## config.mk

```make
export PLATFORM = sky130hd
export DESIGN_NAME = infix_to_postfix_converter
export DESIGN_NICKNAME = d
export VERILOG_FILES = /design/src/rtl/i2p_pkg.sv /design/src/rtl/i2p_dp.sv /design/src/rtl/i2p_ctrl.sv /design/src/rtl/infix_to_postfix_converter.sv
export SDC_FILE = /design/constraint.sdc
export NUM_CORES = 1
export LEC_CHECK = 0
export ABC_AREA = 0
export BUFFER_PORTS_ARGS = -buffer_cell sky130_fd_sc_hd__buf_2
export CAP_MARGIN = 20
export CORE_UTILIZATION = 47
export DETAILED_ROUTE_END_ITERATION = 10
export GPL_ROUTABILITY_DRIVEN = 0
export GPL_TIMING_DRIVEN = 1
export PLACE_DENSITY = 0.72
export RECOVER_POWER = 100
export SYNTH_ARGS = -nofsm -noshare
export SYNTH_HDL_FRONTEND = slang
export SYNTH_SLANG_ARGS = --single-unit
```

## constraint.sdc

```tcl
create_clock -name clk -period 5.65 [get_ports clk]
set_input_delay 0 -clock clk [delete_from_list [all_inputs] [get_ports clk]]
set_output_delay 0 -clock clk [all_outputs]
set_load 0.01 [all_outputs]
```

## src/rtl/i2p_pkg.sv

```systemverilog
// ----------------------------------------------------------------------------
// i2p_pkg
// Shared types, character constants and operator tables for the infix to
// postfix converter.
// ----------------------------------------------------------------------------
package i2p_pkg;

  localparam logic [7:0] CH_PLUS   = 8'h2B;
  localparam logic [7:0] CH_MINUS  = 8'h2D;
  localparam logic [7:0] CH_STAR   = 8'h2A;
  localparam logic [7:0] CH_SLASH  = 8'h2F;
  localparam logic [7:0] CH_LPAREN = 8'h28;
  localparam logic [7:0] CH_RPAREN = 8'h29;
  localparam logic [7:0] CH_SPACE  = 8'h20;
  localparam logic [7:0] CH_NUL    = 8'h00;

  typedef logic [2:0] op_code_t;
  localparam op_code_t CODE_ADD    = 3'd0;
  localparam op_code_t CODE_SUB    = 3'd1;
  localparam op_code_t CODE_MUL    = 3'd2;
  localparam op_code_t CODE_DIV    = 3'd3;
  localparam op_code_t CODE_LPAREN = 3'd4;

  typedef logic [1:0] err_t;
  localparam err_t ERR_NONE      = 2'd0;
  localparam err_t ERR_OVERFLOW  = 2'd1;
  localparam err_t ERR_UNMATCHED = 2'd2;

  typedef logic [2:0] emit_sel_t;
  localparam emit_sel_t SEL_CHAR    = 3'd0;
  localparam emit_sel_t SEL_SPACE   = 3'd1;
  localparam emit_sel_t SEL_TOP     = 3'd2;
  localparam emit_sel_t SEL_ERR_OVF = 3'd3;
  localparam emit_sel_t SEL_ERR_RP  = 3'd4;

  typedef logic [1:0] prec_t;

  typedef struct packed {
    logic      load;
    logic      emit;
    emit_sel_t sel;
    logic      push;
    logic      pop;
    logic      set_operand;
    logic      clr_operand;
    logic      flush;
  } cmd_t;

  typedef struct packed {
    logic is_end;
    logic is_alnum;
    logic is_space;
    logic is_op;
    logic is_lp;
    logic is_rp;
    logic in_operand;
    logic count_zero;
    logic full;
    logic top_lp;
    logic top_ge;
    logic can_emit;
    logic pend_valid;
    logic out_free;
  } status_t;

  function automatic logic [7:0] code_char(input op_code_t code);
    logic [7:0] c;
    unique case (code)
      CODE_ADD:    c = CH_PLUS;
      CODE_SUB:    c = CH_MINUS;
      CODE_MUL:    c = CH_STAR;
      CODE_DIV:    c = CH_SLASH;
      CODE_LPAREN: c = CH_LPAREN;
      default:     c = CH_NUL;
    endcase
    return c;
  endfunction

  function automatic prec_t code_prec(input op_code_t code);
    prec_t p;
    unique case (code)
      CODE_ADD, CODE_SUB: p = 2'd1;
      CODE_MUL, CODE_DIV: p = 2'd2;
      default:            p = 2'd0;
    endcase
    return p;
  endfunction

  function automatic op_code_t op_code(input logic [7:0] c);
    op_code_t code;
    unique case (c)
      CH_MINUS: code = CODE_SUB;
      CH_STAR:  code = CODE_MUL;
      CH_SLASH: code = CODE_DIV;
      default:  code = CODE_ADD;
    endcase
    return code;
  endfunction

  function automatic logic is_alnum(input logic [7:0] c);
    return (c >= 8'h30 && c <= 8'h39) || (c >= 8'h41 && c <= 8'h5A) ||
           (c >= 8'h61 && c <= 8'h7A);
  endfunction

endpackage

```

## src/rtl/i2p_dp.sv

```systemverilog
// ----------------------------------------------------------------------------
// i2p_dp
// Datapath: word register, operator stack, operand flag, pending result and
// output register.
// ----------------------------------------------------------------------------
module i2p_dp #(
  parameter int STACK_DEPTH = 16
) (
  input  logic               clk,
  input  logic               rst,
  input  i2p_pkg::cmd_t      cmd,
  output i2p_pkg::status_t   status,
  input  logic               mode,
  input  logic [7:0]         in_char,
  output logic               out_valid,
  input  logic               out_stall,
  output logic [7:0]         out_char,
  output i2p_pkg::err_t      error,
  output logic               last
);

  localparam int AW = (STACK_DEPTH > 1) ? $clog2(STACK_DEPTH) : 1;
  localparam int CW = $clog2(STACK_DEPTH + 1);

  logic                 mode_q;
  logic [7:0]           char_q;
  i2p_pkg::op_code_t    stack [STACK_DEPTH];
  logic [CW-1:0]        count;
  logic                 in_operand;
  logic                 pend_valid;
  logic [7:0]           pend_char;
  i2p_pkg::err_t        pend_err;

  logic [AW-1:0]        top_idx;
  i2p_pkg::op_code_t    top_code;
  i2p_pkg::op_code_t    push_code;
  logic                 out_free;
  logic [7:0]           new_char;
  i2p_pkg::err_t        new_err;
  logic [CW-1:0]        count_m1;

  assign count_m1  = count - CW'(1);
  assign top_idx   = count_m1[AW-1:0];
  assign top_code  = (count == '0) ? i2p_pkg::CODE_ADD : stack[top_idx];
  assign out_free  = !out_valid || !out_stall;
  assign push_code = (char_q == i2p_pkg::CH_LPAREN) ? i2p_pkg::CODE_LPAREN
                                                    : i2p_pkg::op_code(char_q);

  always_comb begin
    status.is_end     = mode_q;
    status.is_alnum   = !mode_q && i2p_pkg::is_alnum(char_q);
    status.is_space   = !mode_q && (char_q == i2p_pkg::CH_SPACE);
    status.is_lp      = !mode_q && (char_q == i2p_pkg::CH_LPAREN);
    status.is_rp      = !mode_q && (char_q == i2p_pkg::CH_RPAREN);
    status.is_op      = !mode_q && (char_q == i2p_pkg::CH_PLUS ||
                                    char_q == i2p_pkg::CH_MINUS ||
                                    char_q == i2p_pkg::CH_STAR ||
                                    char_q == i2p_pkg::CH_SLASH);
    status.in_operand = in_operand;
    status.count_zero = (count == '0);
    status.full       = (count >= CW'(STACK_DEPTH));
    status.top_lp     = (top_code == i2p_pkg::CODE_LPAREN);
    status.top_ge     = i2p_pkg::code_prec(top_code) >=
                        i2p_pkg::code_prec(i2p_pkg::op_code(char_q));
    status.can_emit   = !pend_valid || out_free;
    status.pend_valid = pend_valid;
    status.out_free   = out_free;
  end

  always_comb begin
    new_char = i2p_pkg::CH_NUL;
    new_err  = i2p_pkg::ERR_NONE;
    unique case (cmd.sel)
      i2p_pkg::SEL_CHAR:    new_char = char_q;
      i2p_pkg::SEL_SPACE:   new_char = i2p_pkg::CH_SPACE;
      i2p_pkg::SEL_TOP:     new_char = i2p_pkg::code_char(top_code);
      i2p_pkg::SEL_ERR_OVF: new_err  = i2p_pkg::ERR_OVERFLOW;
      i2p_pkg::SEL_ERR_RP:  new_err  = i2p_pkg::ERR_UNMATCHED;
      default:              new_err  = i2p_pkg::ERR_NONE;
    endcase
  end

  // payload
  always_ff @(posedge clk) begin
    if (cmd.load) begin
      mode_q <= mode;
      char_q <= in_char;
    end
    if (cmd.push) begin
      stack[count[AW-1:0]] <= push_code;
    end
    if (cmd.emit) begin
      pend_char <= new_char;
      pend_err  <= new_err;
    end
    if ((cmd.emit && pend_valid) || cmd.flush) begin
      out_char <= pend_char;
      error    <= pend_err;
      last     <= cmd.flush;
    end
  end

  // control
  always_ff @(posedge clk) begin
    if (rst) begin
      count      <= '0;
      in_operand <= 1'b0;
      pend_valid <= 1'b0;
      out_valid  <= 1'b0;
    end else begin
      if (cmd.push) begin
        count <= count + CW'(1);
      end else if (cmd.pop) begin
        count <= count_m1;
      end
      if (cmd.set_operand) begin
        in_operand <= 1'b1;
      end else if (cmd.clr_operand) begin
        in_operand <= 1'b0;
      end
      if (cmd.emit) begin
        pend_valid <= 1'b1;
      end else if (cmd.flush) begin
        pend_valid <= 1'b0;
      end
      if ((cmd.emit && pend_valid) || cmd.flush) begin
        out_valid <= 1'b1;
      end else if (!out_stall) begin
        out_valid <= 1'b0;
      end
    end
  end

  a_count_range: assert property (@(posedge clk) disable iff (rst)
    count <= CW'(STACK_DEPTH))
    else $error("stack count beyond depth");

  a_err_char: assert property (@(posedge clk) disable iff (rst)
    (out_valid && error != i2p_pkg::ERR_NONE) |-> (out_char == i2p_pkg::CH_NUL))
    else $error("error word carries a character");

  a_pend_moves: assert property (@(posedge clk) disable iff (rst)
    (cmd.emit && pend_valid) |=> out_valid)
    else $error("pending word lost");

endmodule

```

## src/rtl/i2p_ctrl.sv

```systemverilog
// ----------------------------------------------------------------------------
// i2p_ctrl
// Controller: sequences the pushes, pops and emitted words of one input word.
// ----------------------------------------------------------------------------
module i2p_ctrl (
  input  logic             clk,
  input  logic             rst,
  input  logic             in_valid,
  output logic             in_stall,
  input  i2p_pkg::status_t status,
  output i2p_pkg::cmd_t    cmd
);

  localparam logic [2:0] S_IDLE  = 3'd0;
  localparam logic [2:0] S_START = 3'd1;
  localparam logic [2:0] S_LOOP  = 3'd2;
  localparam logic [2:0] S_POPSP = 3'd3;
  localparam logic [2:0] S_FLUSH = 3'd4;

  logic [2:0] state;
  logic [2:0] state_next;

  assign in_stall = (state != S_IDLE);

  always_comb begin
    state_next = state;
    cmd        = '0;
    cmd.sel    = i2p_pkg::SEL_CHAR;
    unique case (state)
      S_IDLE: begin
        if (in_valid) begin
          cmd.load   = 1'b1;
          state_next = S_START;
        end
      end
      S_START: begin
        priority if (status.is_alnum) begin
          if (status.can_emit) begin
            cmd.emit        = 1'b1;
            cmd.sel         = i2p_pkg::SEL_CHAR;
            cmd.set_operand = 1'b1;
            state_next      = S_FLUSH;
          end
        end else if (status.is_space) begin
          state_next = S_FLUSH;
        end else if (status.in_operand) begin
          if (status.can_emit) begin
            cmd.emit        = 1'b1;
            cmd.sel         = i2p_pkg::SEL_SPACE;
            cmd.clr_operand = 1'b1;
            state_next      = S_LOOP;
          end
        end else begin
          state_next = S_LOOP;
        end
      end
      S_LOOP: begin
        priority if (status.is_end) begin
          if (status.count_zero) begin
            state_next = S_FLUSH;
          end else if (status.can_emit) begin
            cmd.emit   = 1'b1;
            cmd.sel    = i2p_pkg::SEL_TOP;
            cmd.pop    = 1'b1;
            state_next = S_POPSP;
          end
        end else if (status.is_lp) begin
          if (!status.full) begin
            cmd.push   = 1'b1;
            state_next = S_FLUSH;
          end else if (status.can_emit) begin
            cmd.emit   = 1'b1;
            cmd.sel    = i2p_pkg::SEL_ERR_OVF;
            state_next = S_FLUSH;
          end
        end else if (status.is_rp) begin
          priority if (!status.count_zero && !status.top_lp) begin
            if (status.can_emit) begin
              cmd.emit   = 1'b1;
              cmd.sel    = i2p_pkg::SEL_TOP;
              cmd.pop    = 1'b1;
              state_next = S_POPSP;
            end
          end else if (!status.count_zero) begin
            cmd.pop    = 1'b1;
            state_next = S_FLUSH;
          end else begin
            if (status.can_emit) begin
              cmd.emit   = 1'b1;
              cmd.sel    = i2p_pkg::SEL_ERR_RP;
              state_next = S_FLUSH;
            end
          end
        end else if (status.is_op) begin
          priority if (!status.count_zero && status.top_ge) begin
            if (status.can_emit) begin
              cmd.emit   = 1'b1;
              cmd.sel    = i2p_pkg::SEL_TOP;
              cmd.pop    = 1'b1;
              state_next = S_POPSP;
            end
          end else if (!status.full) begin
            cmd.push   = 1'b1;
            state_next = S_FLUSH;
          end else begin
            if (status.can_emit) begin
              cmd.emit   = 1'b1;
              cmd.sel    = i2p_pkg::SEL_ERR_OVF;
              state_next = S_FLUSH;
            end
          end
        end else begin
          state_next = S_FLUSH;
        end
      end
      S_POPSP: begin
        if (status.can_emit) begin
          cmd.emit   = 1'b1;
          cmd.sel    = i2p_pkg::SEL_SPACE;
          state_next = S_LOOP;
        end
      end
      S_FLUSH: begin
        if (!status.pend_valid) begin
          state_next = S_IDLE;
        end else if (status.out_free) begin
          cmd.flush  = 1'b1;
          state_next = S_IDLE;
        end
      end
      default: begin
        state_next = S_IDLE;
      end
    endcase
  end

  always_ff @(posedge clk) begin
    if (rst) begin
      state <= S_IDLE;
    end else begin
      state <= state_next;
    end
  end

  a_idle_no_pend: assert property (@(posedge clk) disable iff (rst)
    (state == S_IDLE) |-> !status.pend_valid)
    else $error("pending word left over between words");

  a_push_pop_excl: assert property (@(posedge clk) disable iff (rst)
    $onehot0({cmd.push, cmd.pop}))
    else $error("push and pop together");

  a_flush_ends: assert property (@(posedge clk) disable iff (rst)
    cmd.flush |=> (state == S_IDLE && !status.pend_valid))
    else $error("flush did not close the word");

endmodule

```

## src/rtl/infix_to_postfix_converter.sv

```systemverilog
// ----------------------------------------------------------------------------
// infix_to_postfix_converter
// Shunting-yard converter from infix characters to postfix characters.
// ----------------------------------------------------------------------------
// Input channel (in_valid/in_stall, mode, in_char): one infix character per
// word, mode=1 closes the expression. Output channel (out_valid/out_stall,
// out_char, error, last): postfix characters, last marks the final word
// caused by an input word; an error word carries out_char 0.
// One input word at a time: in_stall is high from acceptance until all of its
// words have left the pending register. From one acceptance to the next, an
// alphanumeric or a space passes through START and FLUSH; any other word
// goes through START, the stack step in LOOP and then FLUSH, with one POPSP
// after each popped operator, whether or not it closes an operand. The pop
// loop moves one output word a cycle, while the output does not stall,
// through the single pending register. Output stalls can hold any step that
// emits. The first output word passes the pending, then the output register.
// A stall on the output holds the output register; the controller waits
// with the next word pending, so nothing is lost.
// Reset (rst, synchronous) empties the stack, clears the operand flag and
// drops any output; stack entries are not cleared and need none.
// ----------------------------------------------------------------------------
module infix_to_postfix_converter #(
  parameter int STACK_DEPTH = 16
) (
  input  logic          clk,
  input  logic          rst,
  input  logic          in_valid,
  output logic          in_stall,
  input  logic          mode,
  input  logic [7:0]    in_char,
  output logic          out_valid,
  input  logic          out_stall,
  output logic [7:0]    out_char,
  output logic [1:0]    error,
  output logic          last
);

  i2p_pkg::cmd_t    cmd;
  i2p_pkg::status_t status;

  i2p_ctrl u_ctrl (
    .clk      (clk),
    .rst      (rst),
    .in_valid (in_valid),
    .in_stall (in_stall),
    .status   (status),
    .cmd      (cmd)
  );

  i2p_dp #(
    .STACK_DEPTH (STACK_DEPTH)
  ) u_dp (
    .clk       (clk),
    .rst       (rst),
    .cmd       (cmd),
    .status    (status),
    .mode      (mode),
    .in_char   (in_char),
    .out_valid (out_valid),
    .out_stall (out_stall),
    .out_char  (out_char),
    .error     (error),
    .last      (last)
  );

endmodule

```

==> results.py, run 1 <==
metrics = {
    "status": {
        "outcome": "complete, no violations",
    },
    "sta": {
        "period_share": 0.8748,
        "finalCriticalPeriod_ps": 4943,
        "setup_viol": 0,
        "hold_ws_ps": 38.24,
        "fmax_mhz": 202.3,
        "rsz0062_at_grt": "no",
        "clock_skew_ps": 13.75,
        "slew_headroom": 0.2171,
        "hold_viol": 0,
        "tightest_slew_ps": 1145,
        "drv_slew": 0,
        "fin_tns_setup_ps": 0,
    },
    "cts": {
        "postCtsSetupRepairBufs": 0,
        "cts_buffers": 9,
        "clkTransAtPathRegs_ps": 100,
        "clkSinkCount": 89,
        "clock-root-buffer": "clkbuf_8",
        "cts_buffer_depth": 2,
        "tritoncts": "built",
        "clock_latency_ps": 370,
        "h-tree-depth": 3,
    },
    "floorplan": {
        "die_x_um": 97.46,
        "die_h_um": 97.46,
        "core_area_um2": 8763,
        "die-area_um2": 9498,
        "ios": 26,
        "rows": 34,
        "start_util": 0.4887,
    },
    "grt": {
        "grt_pass1_wl_um": 13400,
        "antenna_found_initial": 0,
        "grt_overflow_total": 0,
        "grt_usage": 0.1825,
        "grt_pass1_vias": 2697,
        "grt_max_degree": 21,
    },
    "logic_synthesis": {
        "synth_mux_area_frac": 0.08092,
        "seq_area_frac_synth": 0.5983,
        "synth_top_area_share": 0.5469,
        "synth_fa_ha_area_frac": 0.02045,
        "ys_types": 66,
        "synthCells": 334,
        "synth.area.top_cells": "edfxtp_1 55%, mux4_2 6.3%, dfxtp_1 5.1%",
        "synth-simple-area-share": 0.1478,
        "synth_compound_area_frac": 0.1145,
        "synth_top_family_by_area": "simple AND/OR/NAND/NOR gates",
        "ys_seq_elements": 89,
        "syn_nets": 354,
        "syn_avg_cell_area_um2": 12.82,
        "synth_ff_type": "edfxtp_1",
        "synth_enable_flop_cells": 78,
        "ys_async_sr_fraction": 0,
        "synth.largest_area_cell": "edfxtp_1",
        "synthXorXnorAreaFrac": 0.006135,
        "yosys_warnings": 0,
        "synthesis.area_um2": 4283,
    },
    "detailed_routing": {
        "detail-route-antenna-nets": 0,
        "drc": 0,
        "first_pass_iters": 5,
        "wl_um": 8129,
        "wl_per_cell_um": 16.94,
        "vias": 2819,
        "drt_iter0_drc": 312,
        "vias_per_cell": 5.873,
    },
    "layout": {
        "syn_to_final_growth_pct": 11.16,
        "final_area_um2": 4761,
        "final_cell_mix": "78 x edfxtp_1, 35 x nor2_1, 27 x nand2_1, 14 x clkbuf_1, 13 x nand3_1",
        "layout-drive-gt1-share": 0.1452,
        "n_antenna_cell": 0,
        "layout_commonest_cell": "edfxtp_1",
        "nNetsFinal": 387,
    },
    "critical_path": {
        "crit_end": "u_dp.stack[2][1]$_DFFE_PP_",
        "start_kind": "flop",
        "critical_path_class": "flop to flop",
        "crit_arrival_ps": 4960,
        "crit_path_end_kind": "flop",
        "cp-startpoint": "u_dp.count[0]$_SDFFE_PP0P_",
        "reg2regPathDepth": 15,
        "r2r_end": "u_dp.stack[2][1]$_DFFE_PP_",
        "cpPeakStageDelay_ps": 680,
        "cp_max_fo": 20,
        "path_cells": "buf_4, inv_1, ha_1, mux4_2, mux2i_1, mux2_1, or2_2, nand2_1, ha_1, nand2b_1, a21o_1, a21o_1, a211oi_4, nand2_1, nor3_1",
        "crit_slowest_cell": "ha_1",
        "worstPathRequired_ps": 5670,
        "regToRegSetupSlack_ps": 710,
        "reg2reg_from": "u_dp.count[0]$_SDFFE_PP0P_",
    },
    "placement": {
        "port_buffers": 25,
        "hpwl_um": 5612,
        "placed_area_um2": 4478,
    },
    "pwr": {
        "powerDensity_nw_per_um2": 270.5,
        "ir_worst_vdd_v": 0.0001540,
        "power_leakage_nw": 1.533,
    },
    "min_path": {
        "hold_path_class": "input port to flop",
        "hold_path.startpoint": "out_stall",
    },
    "job": {
        "max_cap_violations": 0,
    },
}
metrics by stage:
stage	setup WS (ps)	instances	power [mW]	util
floorplan	979.1	334	0.8109	-
global placement	916.5	454	0.8287	0.5110
detailed placement	808.9	454	0.8302	0.5110
CTS	793.8	480	1.300	0.5468
global route	337.3	480	1.335	0.5433
finish	707.3	480	1.288	0.5433
routing by layer:
metal,vias up,GRT usage,part of all wire
li1,1354,-,-
met1,1344,0.2632,0.46
met2,105,0.2738,0.46
met3,16,0.03309,0.068
met4,0,0.07466,0.016
met5,-,0,0
final cells by class:
cell class	count	area [um2]
fill	730	4003
sequential	89	2562
multi-input combinational	217	1573
timing repair buffer	39	235.2
tap	108	135.1
clock buffer	9	123.9
clock inverter	7	90.09
inverter	11	41.29
critical path, delay by kind of cell, from the launching register on:
family	cells	cell delay, ps
adders and majority gates	2	910
DFF	1	320
and+or+nand+nor	5	1240
AOI/OAI and AO/OA	3	920
muxes	3	750
buffers and inverters	2	460
where the power goes:
part           internal, mW  leakage (nW)  switching, mW  total [mW]
logic                0.0340         0.701         0.0382      0.0722
clock network         0.218         0.110          0.251       0.469
registers             0.729         0.722         0.0177       0.747
synth_stat cells, drive strengths merged (6+ instances only):
library cell,n
edfxtp,78
nor2,35
nand2,28
nand3,13
mux4,12
a21oi,11
buf,11
dfxtp,11
inv,11
nor3,11
and3,9
ha,7
clkbuf,6
o21ai,6
worst min path at each step:
stage / slack (ps) / endpoint / depth (start not counted)
4_1_cts: 20 / u_dp.out_valid$_SDFFE_PP0P_ / 4
2_1_floorplan: 100 / u_dp.char_q[0]$_DFFE_PP_ / 0
3_3_place_gp: 180 / u_dp.char_q[3]$_DFFE_PP_ / 1
3_5_place_dp: 180 / u_dp.char_q[2]$_DFFE_PP_ / 1
5_1_grt: 70 / u_dp.out_valid$_SDFFE_PP0P_ / 4
6_report: 40 / u_dp.out_valid$_SDFFE_PP0P_ / 4
logic make-up (layout without fill, tap and decap cells):
| group | Yosys count | count (layout) |
|---|---|---|
| adders and majority gates | 7 | 7 |
| muxes | 19 | 19 |
| xor gates and xnor gates | 3 | 3 |
| and+or+nand+nor | 124 | 124 |
| DFF | 89 | 89 |
| buffers and inverters | 28 | 66 |
| AOI/OAI and AO/OA | 64 | 64 |
sequential cells by signal, summed over array words and instances, names as in the netlist:
signal           count
u_dp.last            1
u_dp.pend_err        2
u_dp.char_q          8
u_dp.stack          48
u_dp.pend_char       8
u_dp.in_operand      1
u_dp.error           2
u_dp.out_valid       1
u_dp.pend_valid      1
u_ctrl.state         3
u_dp.mode_q          1
u_dp.count           5
u_dp.out_char        8
what timing repair did:
item,CTS,global route
hold endpoints to repair,11,0
resized for setup,0,0
hold buffers,10,0
Power figures use the tool's default switching activity.
==> run 2: changes to the inputs <==
Settings changed: SYNTH_HIERARCHICAL set to 1.
==> run 2 against run 1 <==
  * The run now ends with DRC left
  * Setup slack got worse by 47 ps
  * Register-to-register slack got worse by 50 ps
  * Clock skew fell by 1.1 ps
  * Highest routed layer unchanged
==> results.py, run 2 <==
metrics = {
    "floorplan": {
        "ios": 26,
        "rows": 34,
        "die-area_um2": 9582,
        "die_x_um": 97.89,
        "start_util": 0.4908,
        "die_h_um": 97.89,
        "core_area_um2": 8806,
    },
    "logic_synthesis": {
        "syn_avg_cell_area_um2": 13.26,
        "ys_seq_elements": 89,
        "synthCells": 326,
        "syn_nets": 346,
        "synth_mux_area_frac": 0.08367,
        "synth-simple-area-share": 0.1624,
        "synth.area.top_cells": "edfxtp_1 54%, dfxtp_1 5.1%, mux4_1 3.6%",
        "ys_types": 67,
        "synthesis.area_um2": 4322,
        "synth_top_family_by_area": "simple AND/OR/NAND/NOR gates",
        "synth.largest_area_cell": "edfxtp_1",
        "synth_fa_ha_area_frac": 0.02027,
        "synth_compound_area_frac": 0.08512,
        "seq_area_frac_synth": 0.5929,
        "synth_top_area_share": 0.5420,
        "yosys_warnings": 6,
        "yosysMostFrequentCell": "edfxtp_1",
        "ys_async_sr_fraction": 0,
        "synthXorXnorAreaFrac": 0.02085,
        "synth_ff_type": "edfxtp_1",
        "synth_commonest_cells": "78 x edfxtp_1, 35 x nor2_1, 24 x nand2_1, 14 x nand2b_1, 11 x dfxtp_1",
        "synth_enable_flop_cells": 78,
    },
    "cts": {
        "clock_latency_ps": 360,
        "tritoncts": "built",
        "hold_buffers": 12,
        "clkSinkCount": 89,
        "h-tree-depth": 3,
        "cts_buffers": 9,
        "postCtsSetupRepairBufs": 0,
        "cts_buffer_depth": 2,
        "ctsResizeCount": 0,
        "clock-root-buffer": "clkbuf_8",
        "clkTransAtPathRegs_ps": 80,
    },
    "detailed_routing": {
        "drc": 3,
        "wl_per_cell_um": 16.55,
        "drt_iter0_drc": 148,
        "detail-route-antenna-nets": 0,
        "vias_per_cell": 5.642,
        "first_pass_iters": 7,
        "vias": 2663,
        "wl_um": 7811,
    },
    "critical_path": {
        "critPathBufInv": 2,
        "reg2reg_from": "u_dp/count[1]$_SDFFE_PP0P_",
        "regToRegSetupSlack_ps": 660,
        "worstPathRequired_ps": 5790,
        "crit_slowest_cell": "ha_1",
        "start_kind": "flop",
        "cpPeakStageDelay_ps": 660,
        "r2r_end": "u_dp/pend_char[5]$_DFFE_PP_",
        "critical_path_class": "flop to flop",
        "crit_path_end_kind": "flop",
        "crit_family": "simple AND/OR/NAND/NOR gates",
        "path_cells": "inv_1, ha_1, mux4_1, mux2_2, nand2_2, o31a_2, nor2_1, and2_0, ha_1, a21o_1, or2b_2, a211oi_1, o211ai_1, inv_1, or3b_2, or3b_1, o311ai_0",
        "cp-startpoint": "u_dp/count[1]$_SDFFE_PP0P_",
        "cp_max_fo": 16,
        "crit_arrival_ps": 5130,
        "reg2regPathDepth": 17,
    },
    "layout": {
        "n_antenna_cell": 0,
        "layout-drive-gt1-share": 0.1429,
        "largest_register_ffs": 48,
        "layout_commonest_cell": "edfxtp_1",
        "final_cell_mix": "78 x edfxtp_1, 35 x nor2_1, 24 x nand2_1, 15 x clkbuf_1, 14 x nand2b_1",
        "n_fill_cell": 726,
        "nNetsFinal": 379,
        "syn_to_final_growth_pct": 10.63,
    },
    "sta": {
        "fin_tns_setup_ps": 0,
        "rsz0062_at_grt": "no",
        "hold_ws_ps": 315.1,
        "period_share": 0.8832,
        "fmax_mhz": 200.4,
        "fin_ws_ps": 660.0,
        "hold_viol": 0,
        "clock_skew_ps": 12.67,
        "finalCriticalPeriod_ps": 4990,
        "setup_viol": 0,
        "tightest_slew_ps": 1018,
        "drv_slew": 0,
        "slew_headroom": 0.3186,
    },
    "placement": {
        "hpwl_um": 5343,
        "place_ws_ps": 779.3,
        "port_buffers": 25,
    },
    "grt": {
        "antenna_found_initial": 0,
        "grt_usage": 0.1760,
        "grt_max_degree": 19,
        "grt_pass1_wl_um": 12890,
        "grt_overflow_total": 0,
        "grt_pass1_vias": 2596,
    },
    "pwr": {
        "powerDensity_nw_per_um2": 273.1,
        "power_leakage_nw": 1.676,
        "power_mw": 1.306,
        "ir_worst_vdd_v": 0.0001402,
    },
    "min_path": {
        "holdPathEnd": "u_dp/char_q[7]$_DFFE_PP_",
        "hold_path.startpoint": "in_valid",
        "hold_path_class": "input port to flop",
        "hold_depth": 2,
    },
    "status": {
        "outcome": "complete, but fails checks",
        "failed_checks": "DRC",
    },
    "job": {
        "max_cap_violations": 0,
    },
}
run 2: cell types whose count changed in the layout (fill, tap and decap cells not counted), moves of 4 or more:
cell	before	now
nand2b_1	4	14
nand3_1	13	4
mux4_2	12	4
and3_1	9	3
mux2i_1	2	8
mux4_1	0	6
and2_0	0	5
nor2b_1	2	7
a22o_1	1	5
mux2_1	4	0
o22ai_1	0	4
run 2: layout make-up:
type / count / area [um2] / share of cell area
flip-flops and latches: 89 / 2562 / 0.5360
multi-input cells: 211 / 1595 / 0.3337
repair buffers: 40 / 244.0 / 0.05103
clock buffers: 11 / 151.4 / 0.03167
well taps: 108 / 135.1 / 0.02826
clock inverters: 5 / 62.56 / 0.01309
inverters: 8 / 30.03 / 0.006281
run 2: power by group:
part	internal, mW	switching, mW	total [mW]
clock	0.231	0.223	0.454
sequential	0.724	0.0185	0.742
combinational	0.0508	0.0582	0.109
run 2: per-stage QoR:
stage               instances    util  area, um2
floorplan                 326       -       4322
detailed placement        443  0.5091       4483
global route              472  0.5429       4781
CTS                       471  0.5470       4817
global placement          443  0.5091       4483
finish                    472  0.5429       4781
run 2: worst register-to-register path, delay by kind of cell (launching register included):
kind	cells	cell delay [ps]
AOI/OAI and AO/OA	5	950
buffers and inverters	2	270
muxes	2	680
adders and majority gates	2	940
DFF	1	470
and+or+nand+nor	6	1490
run 2: how the worst max path moves through the flow:
stage / cells after the start / end / slack [ps]
after floorplan: 20 / u_dp/pend_char[5]$_DFFE_PP_ / 820
after global placement: 17 / u_dp/pend_char[5]$_DFFE_PP_ / 940
after detailed placement: 17 / u_dp/pend_char[5]$_DFFE_PP_ / 780
after CTS: 17 / u_dp/pend_char[5]$_DFFE_PP_ / 740
after global routing: 17 / u_dp/out_valid$_SDFFE_PP0P_ / 280
final: 17 / u_dp/pend_char[5]$_DFFE_PP_ / 660
run 2: cells by family (layout without fill, tap and decap cells):
group / count (synthesis) / in the layout
muxes: 21 / 21
and+or+nand+nor: 127 / 127
adders and majority gates: 7 / 7
DFF: 89 / 89
AOI/OAI and AO/OA: 50 / 50
buffers and inverters: 26 / 64
xor gates and xnor gates: 6 / 6
run 2: routing by layer:
layer	GRT usage	vias to the layer above	part of all wire
met1	0.2480	1267	0.46
met2	0.2589	93	0.45
met4	0.07110	0	0.018
met5	0	-	0
li1	-	1291	-
met3	0.04796	12	0.068
==> run 3: changes to the inputs <==
Settings changed: CTS_BUF_LIST set to sky130_fd_sc_hd__clkbuf_4.
==> run 3 against run 2 <==
  * Largest power group unchanged
  * Clock skew rose by 13 ps
  * Via count grew 1.1%
  * Design area shrank 1.5%
  * Maximum frequency shrank 0.25%
  * Non-clock buffer count stayed put
  * Power shrank 8.1%
  * Critical path depth unchanged
  * The run still ends with DRC left
  * Die area is the same
  * Sequential share of layout area grew 0.84 points
  * Critical endpoint unchanged
==> results.py, run 3 (same netlist as run 2, synthesis figures left out) <==
metrics = {
    "status": {
        "outcome": "complete, but fails checks",
        "failed_checks": "DRC",
    },
    "critical_path": {
        "crit_path_end_kind": "flop",
        "crit_slowest_cell": "ha_1",
        "r2r_end": "u_dp/pend_char[5]$_DFFE_PP_",
        "worstPathRequired_ps": 5870,
        "start_kind": "flop",
        "reg2regPathDepth": 17,
        "cp_max_fo": 16,
        "cpPeakStageDelay_ps": 660,
        "critical_path_class": "flop to flop",
        "crit_arrival_ps": 5230,
        "path_cells": "inv_1, ha_1, mux4_1, mux2_2, nand2_2, o31a_2, nor2_1, and2_0, ha_1, a21o_1, or2b_2, a211oi_1, o211ai_1, inv_1, or3b_2, or3b_1, o311ai_0",
        "regToRegSetupSlack_ps": 650,
        "reg2reg_from": "u_dp/count[1]$_SDFFE_PP0P_",
    },
    "placement": {
        "place_inst": 443,
        "hpwl_um": 5343,
        "placed_area_um2": 4483,
        "place_ws_ps": 779.3,
        "port_buffers": 25,
    },
    "sta": {
        "drv_slew": 0,
        "fin_tns_setup_ps": 0,
        "slew_headroom": 0.3158,
        "clock_skew_ps": 25.77,
        "fmax_mhz": 199.9,
        "hold_ws_ps": 228.8,
        "setup_viol": 0,
        "period_share": 0.8854,
        "fin_ws_ps": 647.4,
        "tightest_slew_ps": 1023,
        "rsz0062_at_grt": "no",
        "hold_viol": 0,
        "finalCriticalPeriod_ps": 5003,
    },
    "floorplan": {
        "rows": 34,
        "die_h_um": 97.89,
        "core_area_um2": 8806,
        "die_x_um": 97.89,
        "start_util": 0.4908,
        "die-area_um2": 9582,
        "ios": 26,
    },
    "grt": {
        "grt_pass1_vias": 2564,
        "grt_usage": 0.1757,
        "grt_pass1_wl_um": 12810,
        "grt_max_degree": 19,
        "grt_overflow_total": 0,
        "antenna_found_initial": 1,
    },
    "detailed_routing": {
        "drc": 3,
        "wl_met1_um": 3473,
        "first_pass_iters": 8,
        "wl_met3_um": 639,
        "detail-route-antenna-nets": 0,
        "vias": 2692,
        "maxUsedRoutingLayer": "met4",
        "vias_per_cell": 5.691,
        "wl_um": 7839,
        "drt_iter0_drc": 152,
        "met2_length_um": 3555,
        "wl_per_cell_um": 16.57,
    },
    "cts": {
        "h-tree-depth": 3,
        "tritoncts": "built",
        "clock-root-buffer": "clkbuf_4",
        "clkTransAtPathRegs_ps": 130,
        "ctsResizeCount": 0,
        "clock_latency_ps": 450,
        "cts_buffer_depth": 2,
        "postCtsSetupRepairBufs": 0,
        "hold_buffers": 12,
        "clkSinkCount": 89,
        "cts_buffers": 9,
    },
    "pwr": {
        "powerDensity_nw_per_um2": 254.8,
        "ir_worst_vdd_v": 0.0001133,
        "power_mw": 1.199,
        "power_leakage_nw": 1.641,
    },
    "layout": {
        "utilization": 0.5345,
        "layout-drive-gt1-share": 0.1374,
        "largest_register_ffs": 48,
        "nNetsFinal": 379,
        "stdcell_count": 473,
        "final_area_um2": 4707,
        "syn_to_final_growth_pct": 8.917,
        "n_fill_cell": 727,
        "final_cell_mix": "78 x edfxtp_1, 35 x nor2_1, 24 x nand2_1, 15 x clkbuf_1, 14 x nand2b_1",
        "layout_commonest_cell": "edfxtp_1",
    },
    "min_path": {
        "hold_path.startpoint": "in_valid",
        "holdPathEnd": "u_dp/char_q[7]$_DFFE_PP_",
        "hold_depth": 2,
        "hold_path_class": "input port to flop",
    },
    "job": {
        "max_cap_violations": 0,
    },
}
run 3: worst max-delay path by stage:
stage                               start                           to  slack [ps]  cells past startpoint
2_1_floorplan  u_dp/count[0]$_SDFFE_PP0P_  u_dp/pend_char[5]$_DFFE_PP_         820                     20
3_3_place_gp   u_dp/count[1]$_SDFFE_PP0P_  u_dp/pend_char[5]$_DFFE_PP_         940                     17
3_5_place_dp   u_dp/count[1]$_SDFFE_PP0P_  u_dp/pend_char[5]$_DFFE_PP_         780                     17
4_1_cts        u_dp/count[1]$_SDFFE_PP0P_  u_dp/pend_char[5]$_DFFE_PP_         730                     17
5_1_grt        u_dp/count[1]$_SDFFE_PP0P_  u_dp/out_valid$_SDFFE_PP0P_         290                     17
6_report       u_dp/count[1]$_SDFFE_PP0P_  u_dp/pend_char[5]$_DFFE_PP_         650                     17
run 3: critical path: cells and delay by family, from the launching register on:
kind                     cells  cell delay [ps]
AND/OR/NAND/NOR              6             1490
buffers and inverters        2              260
flip-flops                   1              480
adder cells (fa/ha/maj)      2              940
multiplexers                 2              680
AO/OA/AOI/OAI                5              960
run 3: per-layer routing:
layer | up-vias | GRT usage
met5 | - | 0
met4 | 0 | 0.09091
met3 | 16 | 0.03937
met2 | 131 | 0.2584
met1 | 1249 | 0.2450
li1 | 1296 | -
run 3: power by group:
part	internal [mW]	total, mW	switching, mW
Combinational	0.0509	0.110	0.0587
Sequential	0.724	0.743	0.0185
Clock	0.134	0.347	0.213
run 3: final cells by class:
class / instances / area (um2) / area share
Sequential cell: 89 / 2562 / 0.5444
Inverter: 8 / 30.03 / 0.006380
Tap cell: 108 / 135.1 / 0.02871
Clock buffer: 9 / 67.56 / 0.01435
Timing Repair Buffer: 40 / 244.0 / 0.05183
Clock inverter: 7 / 70.07 / 0.01489
Multi-Input combinational cell: 211 / 1595 / 0.3389
Antenna cell: 1 / 2.502 / 0.0005316
